`config.mk`:
```
export PLATFORM = sky130hd
export DESIGN_NAME = fixed_frame_command_decoder_top
export DESIGN_NICKNAME = d
export VERILOG_FILES = /design/src/rtl/core/ffcd_pkg.sv /design/src/rtl/core/ffcd_regs.sv /design/src/rtl/core/ffcd_frame.sv /design/src/rtl/core/ffcd_scale.sv /design/src/rtl/core/fixed_frame_command_decoder_top.sv
export SDC_FILE = /design/constraint.sdc
export NUM_CORES = 1
export LEC_CHECK = 0
export ABC_AREA = 1
export BUFFER_PORTS_ARGS = -buffer_cell sky130_fd_sc_hd__buf_2
export CAP_MARGIN = 20
export CORE_AREA = 2 2 189 265
export CTS_CLUSTER_SIZE = 28
export DETAILED_ROUTE_END_ITERATION = 8
export DIE_AREA = 0 0 191 267
export PLACE_DENSITY_LB_ADDON = 0.15
export RECOVER_POWER = 100
export SLEW_MARGIN = 5
export SYNTH_ARGS = -nofsm -noshare
export SYNTH_HDL_FRONTEND = slang
export SYNTH_SLANG_ARGS = --single-unit
```
`constraint.sdc`:
```
create_clock -name clk_i -period 22.6 [get_ports clk_i]
set_clock_uncertainty 0.2 [all_clocks]
set_input_delay 1.13 -clock clk_i [delete_from_list [all_inputs] [get_ports clk_i]]
set_output_delay 1.13 -clock clk_i [all_outputs]
set_load 0.1 [all_outputs]
```
`src/rtl/core/ffcd_pkg.sv`:
```
// Package for the fixed-frame command decoder: frame size, character codes,
// keyword constants and the types passed between the decoder modules.
// No dependencies.
`default_nettype none

package ffcd_pkg;

  // Number of bytes in a frame, the terminating ';' included (6 to 32).
  localparam int unsigned FRAME_BYTES = 13;
  // Bytes held in the frame store: every byte before the terminator.
  localparam int unsigned BUF_DEPTH   = FRAME_BYTES - 1;
  // Byte counter runs 0 .. FRAME_BYTES-1.
  localparam int unsigned CNT_W       = $clog2(FRAME_BYTES);

  localparam logic [7:0] CHAR_SEMI  = 8'h3B;  // ';'
  localparam logic [7:0] CHAR_MINUS = 8'h2D;  // '-'
  localparam logic [7:0] CHAR_ZERO  = 8'h30;  // '0'

  // Keywords, first character in the most significant byte.
  localparam logic [31:0] KEY_HALT = "HALT";
  localparam logic [31:0] KEY_DRIV = "DRIV";
  localparam logic [31:0] KEY_TURN = "TURN";
  localparam logic [31:0] KEY_STEP = "STEP";
  localparam logic [31:0] KEY_GRIP = "GRIP";
  localparam logic [31:0] KEY_SAFE = "SAFE";
  localparam logic [31:0] KEY_PING = "PING";

  localparam int unsigned FACTOR_W     = 24;
  localparam logic [FACTOR_W-1:0] FACTOR_RESET = 24'h01_0000;

  // Configuration register indexes (byte address bit 2).
  localparam logic REG_DRIVE = 1'b0;
  localparam logic REG_TURN  = 1'b1;

  typedef enum logic [3:0] {
    KIND_INVALID = 4'd0,
    KIND_ACK     = 4'd1,
    KIND_HALT    = 4'd2,
    KIND_DRIVE   = 4'd3,
    KIND_TURN    = 4'd4,
    KIND_STEP    = 4'd5,
    KIND_GRIP    = 4'd6,
    KIND_SAFE    = 4'd7,
    KIND_PING    = 4'd8
  } kind_e;

  // A decoded frame on its way to the scaling stage.
  typedef struct packed {
    kind_e              kind;
    logic signed [15:0] field_a;
    logic signed [15:0] field_b;
    logic               safety;
  } dec_t;

  typedef struct packed {
    logic [FACTOR_W-1:0] drive_factor;
    logic [FACTOR_W-1:0] turn_factor;
  } cfg_t;

  typedef struct packed {
    kind_e              kind;
    logic signed [15:0] left_steps;
    logic signed [15:0] right_steps;
    logic signed [15:0] gripper_pitch;
    logic signed [15:0] gripper_clamp;
    logic               safety_enabled;
  } res_t;

endpackage

`default_nettype wire

```
`src/rtl/core/ffcd_regs.sv`:
```
// Configuration registers of the command decoder behind an APB-style port.
// Depends on ffcd_pkg for the register indexes and reset values.
`default_nettype none

module ffcd_regs (
  input  wire logic           clk_i,
  input  wire logic           rst_ni,
  input  wire logic           psel,
  input  wire logic           penable,
  input  wire logic           pwrite,
  input  wire logic [2:0]     paddr,
  input  wire logic [31:0]    pwdata,
  output logic [31:0]         prdata,
  output logic                pready,
  output ffcd_pkg::cfg_t      cfg_o
);

  ffcd_pkg::cfg_t cfg_q;
  logic           wr_en;

  assign pready = 1'b1;
  assign wr_en  = psel & penable & pwrite & pready;

  always_ff @(posedge clk_i or negedge rst_ni) begin
    if (!rst_ni) begin
      cfg_q.drive_factor <= ffcd_pkg::FACTOR_RESET;
      cfg_q.turn_factor  <= ffcd_pkg::FACTOR_RESET;
    end else if (wr_en) begin
      unique case (paddr[2])
        ffcd_pkg::REG_DRIVE: cfg_q.drive_factor <= pwdata[ffcd_pkg::FACTOR_W-1:0];
        ffcd_pkg::REG_TURN:  cfg_q.turn_factor  <= pwdata[ffcd_pkg::FACTOR_W-1:0];
        default: ;
      endcase
    end
  end

  always_comb begin
    unique case (paddr[2])
      ffcd_pkg::REG_DRIVE: prdata = {8'd0, cfg_q.drive_factor};
      ffcd_pkg::REG_TURN:  prdata = {8'd0, cfg_q.turn_factor};
      default:             prdata = 32'd0;
    endcase
  end

  assign cfg_o = cfg_q;

endmodule

`default_nettype wire

```
`src/rtl/core/ffcd_frame.sv`:
```
// Input register, frame store, byte counter, keyword and field decode of the
// command decoder. Depends on ffcd_pkg for frame size, keywords and types.
`default_nettype none

module ffcd_frame (
  input  wire logic       clk_i,
  input  wire logic       rst_ni,
  input  wire logic       in_valid_i,
  output logic            in_ready_o,
  input  wire logic [7:0] in_byte_i,
  output logic            dec_valid_o,
  input  wire logic       dec_ready_i,
  output ffcd_pkg::dec_t  dec_o
);

  logic                       in_v_q;
  logic [7:0]                 in_byte_q;
  logic [ffcd_pkg::CNT_W-1:0] count_q;
  logic [7:0]                 buf_q [ffcd_pkg::BUF_DEPTH];
  logic                       safety_q;
  logic                       safety_d;
  logic                       dec_v_q;
  ffcd_pkg::dec_t             dec_q;
  ffcd_pkg::dec_t             dec_d;

  logic                       is_semi;
  logic                       is_last;
  logic                       in_go;
  logic [7:0]                 view [12];
  logic [31:0]                key;
  logic signed [15:0]         val_a;
  logic signed [15:0]         val_b;

  function automatic logic signed [15:0] digit(input logic [7:0] b);
    digit = $signed({8'd0, b}) - $signed({8'd0, ffcd_pkg::CHAR_ZERO});
  endfunction

  function automatic logic signed [15:0] field_value(input logic [7:0] s,
                                                    input logic [7:0] d1,
                                                    input logic [7:0] d2,
                                                    input logic [7:0] d3);
    logic signed [15:0] v;
    v = digit(d1) * 16'sd100 + digit(d2) * 16'sd10 + digit(d3);
    field_value = (s == ffcd_pkg::CHAR_MINUS) ? -v : v;
  endfunction

  assign is_semi    = (in_byte_q == ffcd_pkg::CHAR_SEMI);
  assign is_last    = (count_q == ffcd_pkg::CNT_W'(ffcd_pkg::FRAME_BYTES - 1));
  assign in_go      = in_v_q & (~is_semi | dec_ready_i);
  assign in_ready_o = ~in_v_q | in_go;

  // Frame as seen at decode time: stored bytes, then the terminator itself,
  // then zero bytes for field positions that lie past a short frame.
  for (genvar g = 0; g < 12; g++) begin : g_view
    if (g < ffcd_pkg::BUF_DEPTH) begin : g_buf
      assign view[g] = buf_q[g];
    end else if (g == ffcd_pkg::BUF_DEPTH) begin : g_term
      assign view[g] = in_byte_q;
    end else begin : g_zero
      assign view[g] = 8'd0;
    end
  end

  assign key   = {view[0], view[1], view[2], view[3]};
  assign val_a = field_value(view[4], view[5], view[6], view[7]);
  assign val_b = field_value(view[8], view[9], view[10], view[11]);

  always_comb begin
    dec_d.kind    = ffcd_pkg::KIND_INVALID;
    dec_d.field_a = val_a;
    dec_d.field_b = val_b;
    safety_d      = safety_q;
    if (is_last) begin
      priority case (key)
        ffcd_pkg::KEY_HALT: dec_d.kind = ffcd_pkg::KIND_HALT;
        ffcd_pkg::KEY_DRIV: dec_d.kind = ffcd_pkg::KIND_DRIVE;
        ffcd_pkg::KEY_TURN: dec_d.kind = ffcd_pkg::KIND_TURN;
        ffcd_pkg::KEY_STEP: dec_d.kind = ffcd_pkg::KIND_STEP;
        ffcd_pkg::KEY_GRIP: dec_d.kind = ffcd_pkg::KIND_GRIP;
        ffcd_pkg::KEY_SAFE: begin
          dec_d.kind = ffcd_pkg::KIND_SAFE;
          safety_d   = (val_a != 16'sd0);
        end
        ffcd_pkg::KEY_PING: dec_d.kind = ffcd_pkg::KIND_PING;
        default:            dec_d.kind = ffcd_pkg::KIND_ACK;
      endcase
    end
    dec_d.safety = safety_d;
  end

  always_ff @(posedge clk_i or negedge rst_ni) begin
    if (!rst_ni) begin
      in_v_q   <= 1'b0;
      count_q  <= '0;
      safety_q <= 1'b0;
      dec_v_q  <= 1'b0;
    end else begin
      if (in_ready_o) begin
        in_v_q <= in_valid_i;
      end
      if (in_go) begin
        if (is_semi || is_last) begin
          count_q <= '0;
        end else begin
          count_q <= count_q + 1'b1;
        end
        if (is_semi) begin
          safety_q <= safety_d;
        end
      end
      if (dec_ready_i) begin
        dec_v_q <= in_go & is_semi;
      end
    end
  end

  always_ff @(posedge clk_i) begin
    if (in_ready_o && in_valid_i) begin
      in_byte_q <= in_byte_i;
    end
    for (int i = 0; i < ffcd_pkg::BUF_DEPTH; i++) begin
      if (in_go && count_q == ffcd_pkg::CNT_W'(i)) begin
        buf_q[i] <= in_byte_q;
      end
    end
    if (in_go && is_semi) begin
      dec_q <= dec_d;
    end
  end

  assign dec_valid_o = dec_v_q;
  assign dec_o       = dec_q;

endmodule

`default_nettype wire

```
`src/rtl/core/ffcd_scale.sv`:
```
// Step scaling and result register of the command decoder: Q16 multiply,
// truncation toward zero, saturation and per-command field placement.
// Depends on ffcd_pkg for the decoded-frame, configuration and result types.
`default_nettype none

module ffcd_scale (
  input  wire logic       clk_i,
  input  wire logic       rst_ni,
  input  wire logic       dec_valid_i,
  output logic            dec_ready_o,
  input  ffcd_pkg::dec_t  dec_i,
  input  ffcd_pkg::cfg_t  cfg_i,
  output logic            out_valid_o,
  input  wire logic       out_ready_i,
  output ffcd_pkg::res_t  res_o
);

  localparam int unsigned PROD_W = 15 + ffcd_pkg::FACTOR_W;

  logic                          out_v_q;
  ffcd_pkg::res_t                res_q;
  ffcd_pkg::res_t                res_d;

  logic                          neg;
  logic [14:0]                   mag;
  logic [ffcd_pkg::FACTOR_W-1:0] factor;
  logic [PROD_W-1:0]             prod;
  logic [PROD_W-17:0]            quot;
  logic signed [15:0]            steps;
  logic signed [15:0]            steps_neg;

  // Field magnitudes stay below 2^15, so the absolute value fits 15 bits.
  assign neg    = dec_i.field_a[15];
  assign mag    = neg ? 15'(-dec_i.field_a) : dec_i.field_a[14:0];
  assign factor = (dec_i.kind == ffcd_pkg::KIND_TURN) ? cfg_i.turn_factor
                                                      : cfg_i.drive_factor;
  assign prod   = PROD_W'(mag) * PROD_W'(factor);
  assign quot   = prod[PROD_W-1:16];

  always_comb begin
    if (neg) begin
      steps = (quot > (PROD_W-16)'(32768)) ? -16'sd32768 : -$signed(quot[15:0]);
    end else begin
      steps = (quot > (PROD_W-16)'(32767)) ? 16'sd32767 : $signed(quot[15:0]);
    end
    steps_neg = (steps == -16'sd32768) ? 16'sd32767 : -steps;
  end

  always_comb begin
    res_d.kind           = dec_i.kind;
    res_d.left_steps     = '0;
    res_d.right_steps    = '0;
    res_d.gripper_pitch  = '0;
    res_d.gripper_clamp  = '0;
    res_d.safety_enabled = dec_i.safety;
    unique case (dec_i.kind)
      ffcd_pkg::KIND_DRIVE: begin
        res_d.left_steps  = steps;
        res_d.right_steps = steps;
      end
      ffcd_pkg::KIND_TURN: begin
        res_d.left_steps  = steps_neg;
        res_d.right_steps = steps;
      end
      ffcd_pkg::KIND_STEP: begin
        res_d.left_steps  = dec_i.field_a;
        res_d.right_steps = dec_i.field_b;
      end
      ffcd_pkg::KIND_GRIP: begin
        res_d.gripper_pitch = dec_i.field_a;
        res_d.gripper_clamp = dec_i.field_b;
      end
      default: ;
    endcase
  end

  assign dec_ready_o = ~out_v_q | out_ready_i;

  always_ff @(posedge clk_i or negedge rst_ni) begin
    if (!rst_ni) begin
      out_v_q <= 1'b0;
    end else if (dec_ready_o) begin
      out_v_q <= dec_valid_i;
    end
  end

  always_ff @(posedge clk_i) begin
    if (dec_ready_o && dec_valid_i) begin
      res_q <= res_d;
    end
  end

  assign out_valid_o = out_v_q;
  assign res_o       = res_q;

endmodule

`default_nettype wire

```
`src/rtl/core/fixed_frame_command_decoder_top.sv`:
```
// Top level of the fixed-frame command decoder.
// Depends on ffcd_pkg, ffcd_regs, ffcd_frame and ffcd_scale.
//
// Received characters arrive one per transaction on the s_axis channel
// (tdata holds the byte). Bytes are gathered into a 13-byte frame ended by
// ';'. A ';' in the last position decodes the four-character keyword and
// gives one command transaction on m_axis; an earlier ';' gives one invalid
// transaction; thirteen bytes without ';' are dropped with no transaction.
// m_axis tuser carries the command kind and tdata the wheel steps, gripper
// values and the stored safety flag.
// A result reaches m_axis through the input register, the decode register
// and the result register after the multiplier.
// Throughput: one byte per cycle, set by the single pass through the decode
// and scaling logic. A receiver that holds m_axis_tready low stalls only
// terminator bytes once the result path is full; other bytes keep flowing.
// Reset clears the byte count, the safety flag and all valid flags, and
// sets both scaling factors to 1.0 (65536 in Q16). The APB registers are
// meant to be written only while no frame is in flight.
`default_nettype none

module fixed_frame_command_decoder_top (
  input  wire logic        clk_i,
  input  wire logic        rst_ni,
  // Received characters.
  input  wire logic        s_axis_tvalid,
  output logic             s_axis_tready,
  input  wire logic [7:0]  s_axis_tdata,   // [7:0] rx_byte
  // Decoded commands.
  output logic             m_axis_tvalid,
  input  wire logic        m_axis_tready,
  output logic [71:0]      m_axis_tdata,   // [15:0] left_steps, [31:16] right_steps,
                                           // [47:32] gripper_pitch,
                                           // [63:48] gripper_clamp,
                                           // [64] safety_enabled, [71:65] zero
  output logic [3:0]       m_axis_tuser,   // [3:0] kind
  // Configuration.
  input  wire logic        psel,
  input  wire logic        penable,
  input  wire logic        pwrite,
  input  wire logic [2:0]  paddr,
  input  wire logic [31:0] pwdata,
  output logic [31:0]      prdata,
  output logic             pready
);

  ffcd_pkg::cfg_t cfg;
  ffcd_pkg::dec_t dec;
  ffcd_pkg::res_t res;
  logic           dec_valid;
  logic           dec_ready;

  ffcd_regs u_regs (
    .clk_i   (clk_i),
    .rst_ni  (rst_ni),
    .psel    (psel),
    .penable (penable),
    .pwrite  (pwrite),
    .paddr   (paddr),
    .pwdata  (pwdata),
    .prdata  (prdata),
    .pready  (pready),
    .cfg_o   (cfg)
  );

  // Frame gathering and keyword decode.
  ffcd_frame u_frame (
    .clk_i       (clk_i),
    .rst_ni      (rst_ni),
    .in_valid_i  (s_axis_tvalid),
    .in_ready_o  (s_axis_tready),
    .in_byte_i   (s_axis_tdata),
    .dec_valid_o (dec_valid),
    .dec_ready_i (dec_ready),
    .dec_o       (dec)
  );

  // Scaling to wheel steps and the output register.
  ffcd_scale u_scale (
    .clk_i       (clk_i),
    .rst_ni      (rst_ni),
    .dec_valid_i (dec_valid),
    .dec_ready_o (dec_ready),
    .dec_i       (dec),
    .cfg_i       (cfg),
    .out_valid_o (m_axis_tvalid),
    .out_ready_i (m_axis_tready),
    .res_o       (res)
  );

  assign m_axis_tuser = res.kind;
  assign m_axis_tdata = {7'd0,
                         res.safety_enabled,
                         res.gripper_clamp,
                         res.gripper_pitch,
                         res.right_steps,
                         res.left_steps};

endmodule

`default_nettype wire
```
==> metrics.cfg, run 1 <==
[run_status]
status=complete, but fails checks
violations=capacitance limit, slew limit

[logic_synthesis]
async_reset_ff_frac=0.211
synth-seq-area-share=0.267
synth_edf_count=210
synthFlopType=edfxtp_1
synthTopCellsByArea=fa_1 23%, edfxtp_1 22%, ha_1 9.9%
ys_ff_latch=266
synthCells=3393
synth_area_per_cell_um2=8.50
yosysTopAreaCell=fa_1
yosys.area.top_type_share=0.227
synth_warnings=0
synth_area_mm2=0.0288
synth_cell_types=61

[timing]
hold_viol=0
worstMarginPinSlew_ns=3.89
final.period_utilization=0.522
fin_setup_tns_ns=0
setup_viol=0
worst_hold_slack_ns=0.230
min_period_ns=11.80
fmax_mhz=84.7
relSlewSlack=-1.59
maxSlewViolCount=296
rsz0062_at_grt=no

[cts]
post-cts-setup-buffers=0
clkSinkCount=266
clk_pin_slew_ns=0.07
h-tree-depth=1
clk_latency_ns=0.54
cts_tree=done
cts_resized=0
numCtsBuffers=25
cts-root-buf=clkbuf_16
hold_buffers=0
cts_buffer_depth=3

[floorplan]
io_pins=161
dieArea_mm2=0.0510
rows=96
die_w_um=191
fp.coreArea_mm2=0.0486
start_util=0.593
fp.dieH_um=267

[setup_path]
cpMaxStageDelayCell=fa_1
max_stage_delay_ns=0.76
crit_top_cell=nand2_1
cpLargestDelayFamily=simple AND/OR/NAND/NOR gates
arrival_ns=11.78
reg2reg_to=u_scale.res_o[53]$_DFFE_PP_
r2r_cells=47
crit_fanout=13
rrSetupSlack_ns=10.80
crit_buf_inv=9
path_class=reg -> reg
timing.rr.start=u_frame.dec_o[17]$_DFFE_PP_
start_kind=flip-flop
worstSetupEndpointType=flip-flop
worstPathRequired_ns=22.58

[cells_and_area]
n_antenna_cell=0
nNetsFinal=4128
mostFrequentLayoutCells=716 x inv_1, 645 x nand2_1, 358 x nor2_1
final_common_cell=inv_1
finish.utilization=0.633
drive_gt1_frac=0.0509
instances_no_fill=4176
area_growth_pct=6.77

[global_route]
use_met3=0.0454
antenna_found_initial=1
grtUsageTotal=0.322
grt.met1_usage=0.324
grt_max_degree=70
grt_use_met2=0.601
grt_busiest_layer=met2
grt_first_pass_wirelength_mm=126
grt_remaining_overflow=0
grt_pass1_vias=24485

[min_path]
min_path_type=reg -> reg
holdPathStages=0
worstHoldStart=u_frame.dec_o[0]$_DFFE_PP_
worstHoldEndpoint=u_scale.res_o[0]$_DFFE_PP_

[detailed_routing]
drt-pass1-iter-count=6
wl_mm=79.0
ant_nets=0
post_drt_via_cell_ratio=5.53
drc=0
drt-initial-drc-count=1286
wl_per_cell_um=18.9
vias=23082

[place]
dp_hpwl_mm=63.3
placed_cells=4128
place_congestion=0.970
port_buffers=134

[job]
cap_violations=6

-- how the worst max path moves through the flow --
| stage | cells after the start | startpoint | endpoint | slack, ns |
|---|---|---|---|---|
| final | 47 | u_frame.dec_o[17]$_DFFE_PP_ | u_scale.res_o[53]$_DFFE_PP_ | 10.80 |
| after detailed placement | 46 | u_frame.dec_o[17]$_DFFE_PP_ | u_scale.res_o[59]$_DFFE_PP_ | 11.72 |
| after CTS | 46 | u_frame.dec_o[17]$_DFFE_PP_ | u_scale.res_o[61]$_DFFE_PP_ | 11.68 |
| after global placement | 46 | u_frame.dec_o[17]$_DFFE_PP_ | u_scale.res_o[59]$_DFFE_PP_ | 11.90 |
| after floorplan | 47 | u_frame.dec_o[17]$_DFFE_PP_ | u_scale.res_o[59]$_DFFE_PP_ | 13.44 |
| after global routing | 48 | u_frame.dec_o[17]$_DFFE_PP_ | u_scale.res_o[50]$_DFFE_PP_ | 10.17 |
-- per-stage QoR --
step / cell area [um2] / setup WS [ns]
after detailed placement: 30300 / 11.72
after global routing: 30800 / 10.17
after global placement: 30300 / 11.90
final: 30800 / 10.80
after CTS: 31000 / 11.68
after floorplan: 28900 / 13.44
-- worst register-to-register path, delay by kind of cell, from the launching register on --
kind | cells | cell delay [ns]
adder cells (fa/ha/maj) | 9 | 3.74
flip-flops | 1 | 0.54
AND/OR/NAND/NOR | 25 | 5.00
buffers and inverters | 9 | 1.18
AO/OA/AOI/OAI | 4 | 0.81
-- per-layer routing --
| metal | vias up | wire length (um) | share of wire |
|---|---|---|---|
| li1 | 10766 | - | - |
| met4 | 2 | 6610 | 0.084 |
| met3 | 319 | 4460 | 0.056 |
| met2 | 751 | 41600 | 0.53 |
| met1 | 11244 | 26200 | 0.33 |
| met5 | - | 13 | 0.00016 |
-- sequential cells by signal, indices dropped and copies added, names as in the netlist --
name,cells
u_frame.dec_o,37
u_frame.in_byte_q,8
u_frame.safety_q,1
u_frame.count_q,4
u_frame.dec_valid_o,1
u_scale.res_o,69
u_frame.in_v_q,1
u_frame.buf_q,96
u_scale.out_valid_o,1
u_regs.cfg_o,48
-- final cells by class --
cell class	count	area [um2]
Clock buffer	29	651
Fill cell	4255	17900
Clock inverter	15	124
Tap cell	637	797
Multi-Input combinational cell	2322	18000
Sequential cell	266	7710
Inverter	733	2750
Timing Repair Buffer	174	792
-- synthesized netlist by cell type (all sizes together), types with 10 or more instances --
library cell and number:
nand3b 12, xnor2 33, nand3 120, fa 327, nand4 30, dfrtp 54, o21ai 166, xor2 93
nor3 45, ha 229, nor4 15, edfxtp 210, a22oi 10, a21oi 96, buf 23, o22ai 14
clkbuf 63, nor2 374, inv 724, nand2 667, a21o 15, o21bai 12
-- cell families after synthesis --
logic type | Yosys count | share of synthesized area
compound gates | 336 | 0.0648
xor+xnor | 126 | 0.0385
fa+ha+maj | 556 | 0.326
buf+inv | 819 | 0.110
flops | 266 | 0.267
other cells | 2 | 0.000260
simple gates | 1288 | 0.193
Power of run 1 is not shown: default switching activity piles up to over one toggle a cycle in this logic, so the estimate is an artifact.
==> inputs of run 2 (changes only) <==
--- a/config.mk
+++ b/config.mk
@@ -8,10 +8,10 @@
 export ABC_AREA = 1
 export BUFFER_PORTS_ARGS = -buffer_cell sky130_fd_sc_hd__buf_2
 export CAP_MARGIN = 20
-export CORE_AREA = 2 2 189 265
+export CORE_AREA = 2 2 192 269
 export CTS_CLUSTER_SIZE = 28
 export DETAILED_ROUTE_END_ITERATION = 8
-export DIE_AREA = 0 0 191 267
+export DIE_AREA = 0 0 194 271
 export PLACE_DENSITY_LB_ADDON = 0.15
 export RECOVER_POWER = 100
 export SLEW_MARGIN = 5
==> constraint.sdc (replaced) <==
create_clock -name clk_i -period 9.5 [get_ports clk_i]
set_clock_uncertainty 0.2 [all_clocks]
set_input_delay 0.475 -clock clk_i [delete_from_list [all_inputs] [get_ports clk_i]]
set_output_delay 0.475 -clock clk_i [all_outputs]
set_load 0.1 [all_outputs]
==> run 2 against run 1 <==
  * The flow still finishes with violations (capacitance limit, slew limit)
  * Die area rose by 3.1%
  * Flip-flop and latch count unchanged
  * Worst hold slack lost 0.21 ns
==> metrics.cfg, run 2 (same netlist as run 1, synthesis figures left out) <==
[cells_and_area]
regMostFlops=u_frame.buf_q
drive_gt1_frac=0.113
seqCellArea_mm2=0.00771
final_area_mm2=0.0326
nNetsFinal=4253
n_antenna_cell=0
largest_reg_flops=96
nFillCells=4359
instances_no_fill=4308
multi_input_area_mm2=0.0185
final_common_cell=inv_1
area_growth_pct=13.0
mostFrequentLayoutCells=708 x inv_1, 622 x nand2_1, 330 x nor2_1

[timing]
hold_viol=0
fmax_mhz=109
setup_viol=0
min_period_ns=9.15
maxSlewViolCount=263
fin_setup_tns_ns=0
worstMarginPinSlew_ns=4.05
relSlewSlack=-1.70
setup_slack_ns=0.346
final.period_utilization=0.964

[setup_path]
timing.rr.start=u_frame.dec_o[33]$_SDFFCE_PP0P_
endpoint=u_scale.res_o[57]$_DFFE_PP_
r2r_cells=42
worstPathRequired_ns=9.58
max_stage_delay_ns=0.63
arrival_ns=9.24
worstSetupEndpointType=flip-flop
cp.depth=42
crit_buf_inv=7
rrSetupSlack_ns=0.35
startpoint=u_frame.dec_o[33]$_SDFFCE_PP0P_
crit_top_cell=nand2_1
cpLargestDelayFamily=adder cells
crit_fanout=48
cpMaxStageDelayCell=fa_2
start_kind=flip-flop
path_class=reg -> reg
reg2reg_to=u_scale.res_o[57]$_DFFE_PP_

[global_route]
antenna_found_initial=0
grt_first_pass_wirelength_mm=128
grt_remaining_overflow=0
grtUsageTotal=0.316
grt_max_degree=70
grt_pass1_vias=24706

[cts]
cts_tree=done
numCtsBuffers=25
cts-root-buf=clkbuf_16
clk_pin_slew_ns=0.07
clkSinkCount=266
clk_latency_ns=0.54
h-tree-depth=1
cts_buffer_depth=3

[floorplan]
die_w_um=194
io_pins=161
dieArea_mm2=0.0526
start_util=0.577
fp.dieH_um=271
fp.coreArea_mm2=0.0500
rows=97

[place]
place_area_mm2=0.0311
place_ws_ns=-0.111
port_buffers=134
placed_cells=4226
dp_hpwl_mm=67.8
place_congestion=0.946

[detailed_routing]
wl_per_cell_um=19.2
drt-initial-drc-count=1178
wl_mm=82.9
drt-pass1-iter-count=6
ant_nets=0
post_drt_via_cell_ratio=5.47
drc=0
vias=23556

[job]
cap_violations=5

[run_status]
violations=capacitance limit, slew limit
status=complete, but fails checks

[min_path]
min_path_type=in -> reg

run 2: cell count changes in the layout (fill, tap and decap cells not counted), moves of 11 or more:
cell | before | now
nor2_2 | 10 | 31
nor2_1 | 358 | 330
a21oi_1 | 95 | 82
buf_4 | 23 | 125
nand2_2 | 22 | 41
nand2_1 | 645 | 622
dlygate4sd3_1 | 0 | 15
a21oi_2 | 1 | 12
ha_1 | 229 | 216
run 2: layout make-up:
class                      count  area share
clock buffer                  30      0.0198
inverter                     733      0.0847
tap                          643      0.0247
sequential                   266       0.237
multi-input combinational   2322       0.569
clock inverter                15     0.00607
timing repair buffer         299      0.0592
run 2: worst min-delay path, stage by stage:
cell and delay, ns:
buf_2 0.10, inv_1 0.05, o21ai_0 0.08
run 2: worst min path at each step:
stage	cells after the start	endpoint	from
detailed placement	0	u_scale.res_o[0]$_DFFE_PP_	u_frame.dec_o[0]$_DFFE_PP_
global placement	0	u_scale.res_o[0]$_DFFE_PP_	u_frame.dec_o[0]$_DFFE_PP_
floorplan	0	u_frame.count_q[0]$_DFFE_PN0P_	rst_ni
finish	3	u_regs.cfg_o[36]$_DFFE_PN0P_	pwdata[12]
global route	3	u_regs.cfg_o[28]$_DFFE_PN0P_	pwdata[4]
CTS	3	u_regs.cfg_o[8]$_DFFE_PN0P_	pwdata[8]
run 2: what timing repair did:
action / CTS / global route
setup endpoints to repair: 12 / 21
endpoints found under the hold margin: 71 / 0
hold buffers: 15 / 0
buffers inserted: 0 / 17
pin swaps: 0 / 32
gates resized for setup: 5 / 130
gates cloned: 0 / 1
run 2: metrics by stage:
step | hold slack, ns | utilization
2_1_floorplan | -0.0206 | -
3_3_place_gp | 0.217 | 0.621
3_5_place_dp | 0.211 | 0.622
4_1_cts | 0.00563 | 0.642
5_1_grt | 0.0218 | 0.651
6_report | 0.0171 | 0.651
run 2: per-layer routing:
metal,GRT usage,up-vias,share of wire
met1,0.311,11497,0.33
li1,-,11007,-
met4,0.222,0,0.085
met2,0.612,750,0.54
met5,0,-,0
met3,0.0303,302,0.042
Power of run 2 is left out for the same reason.
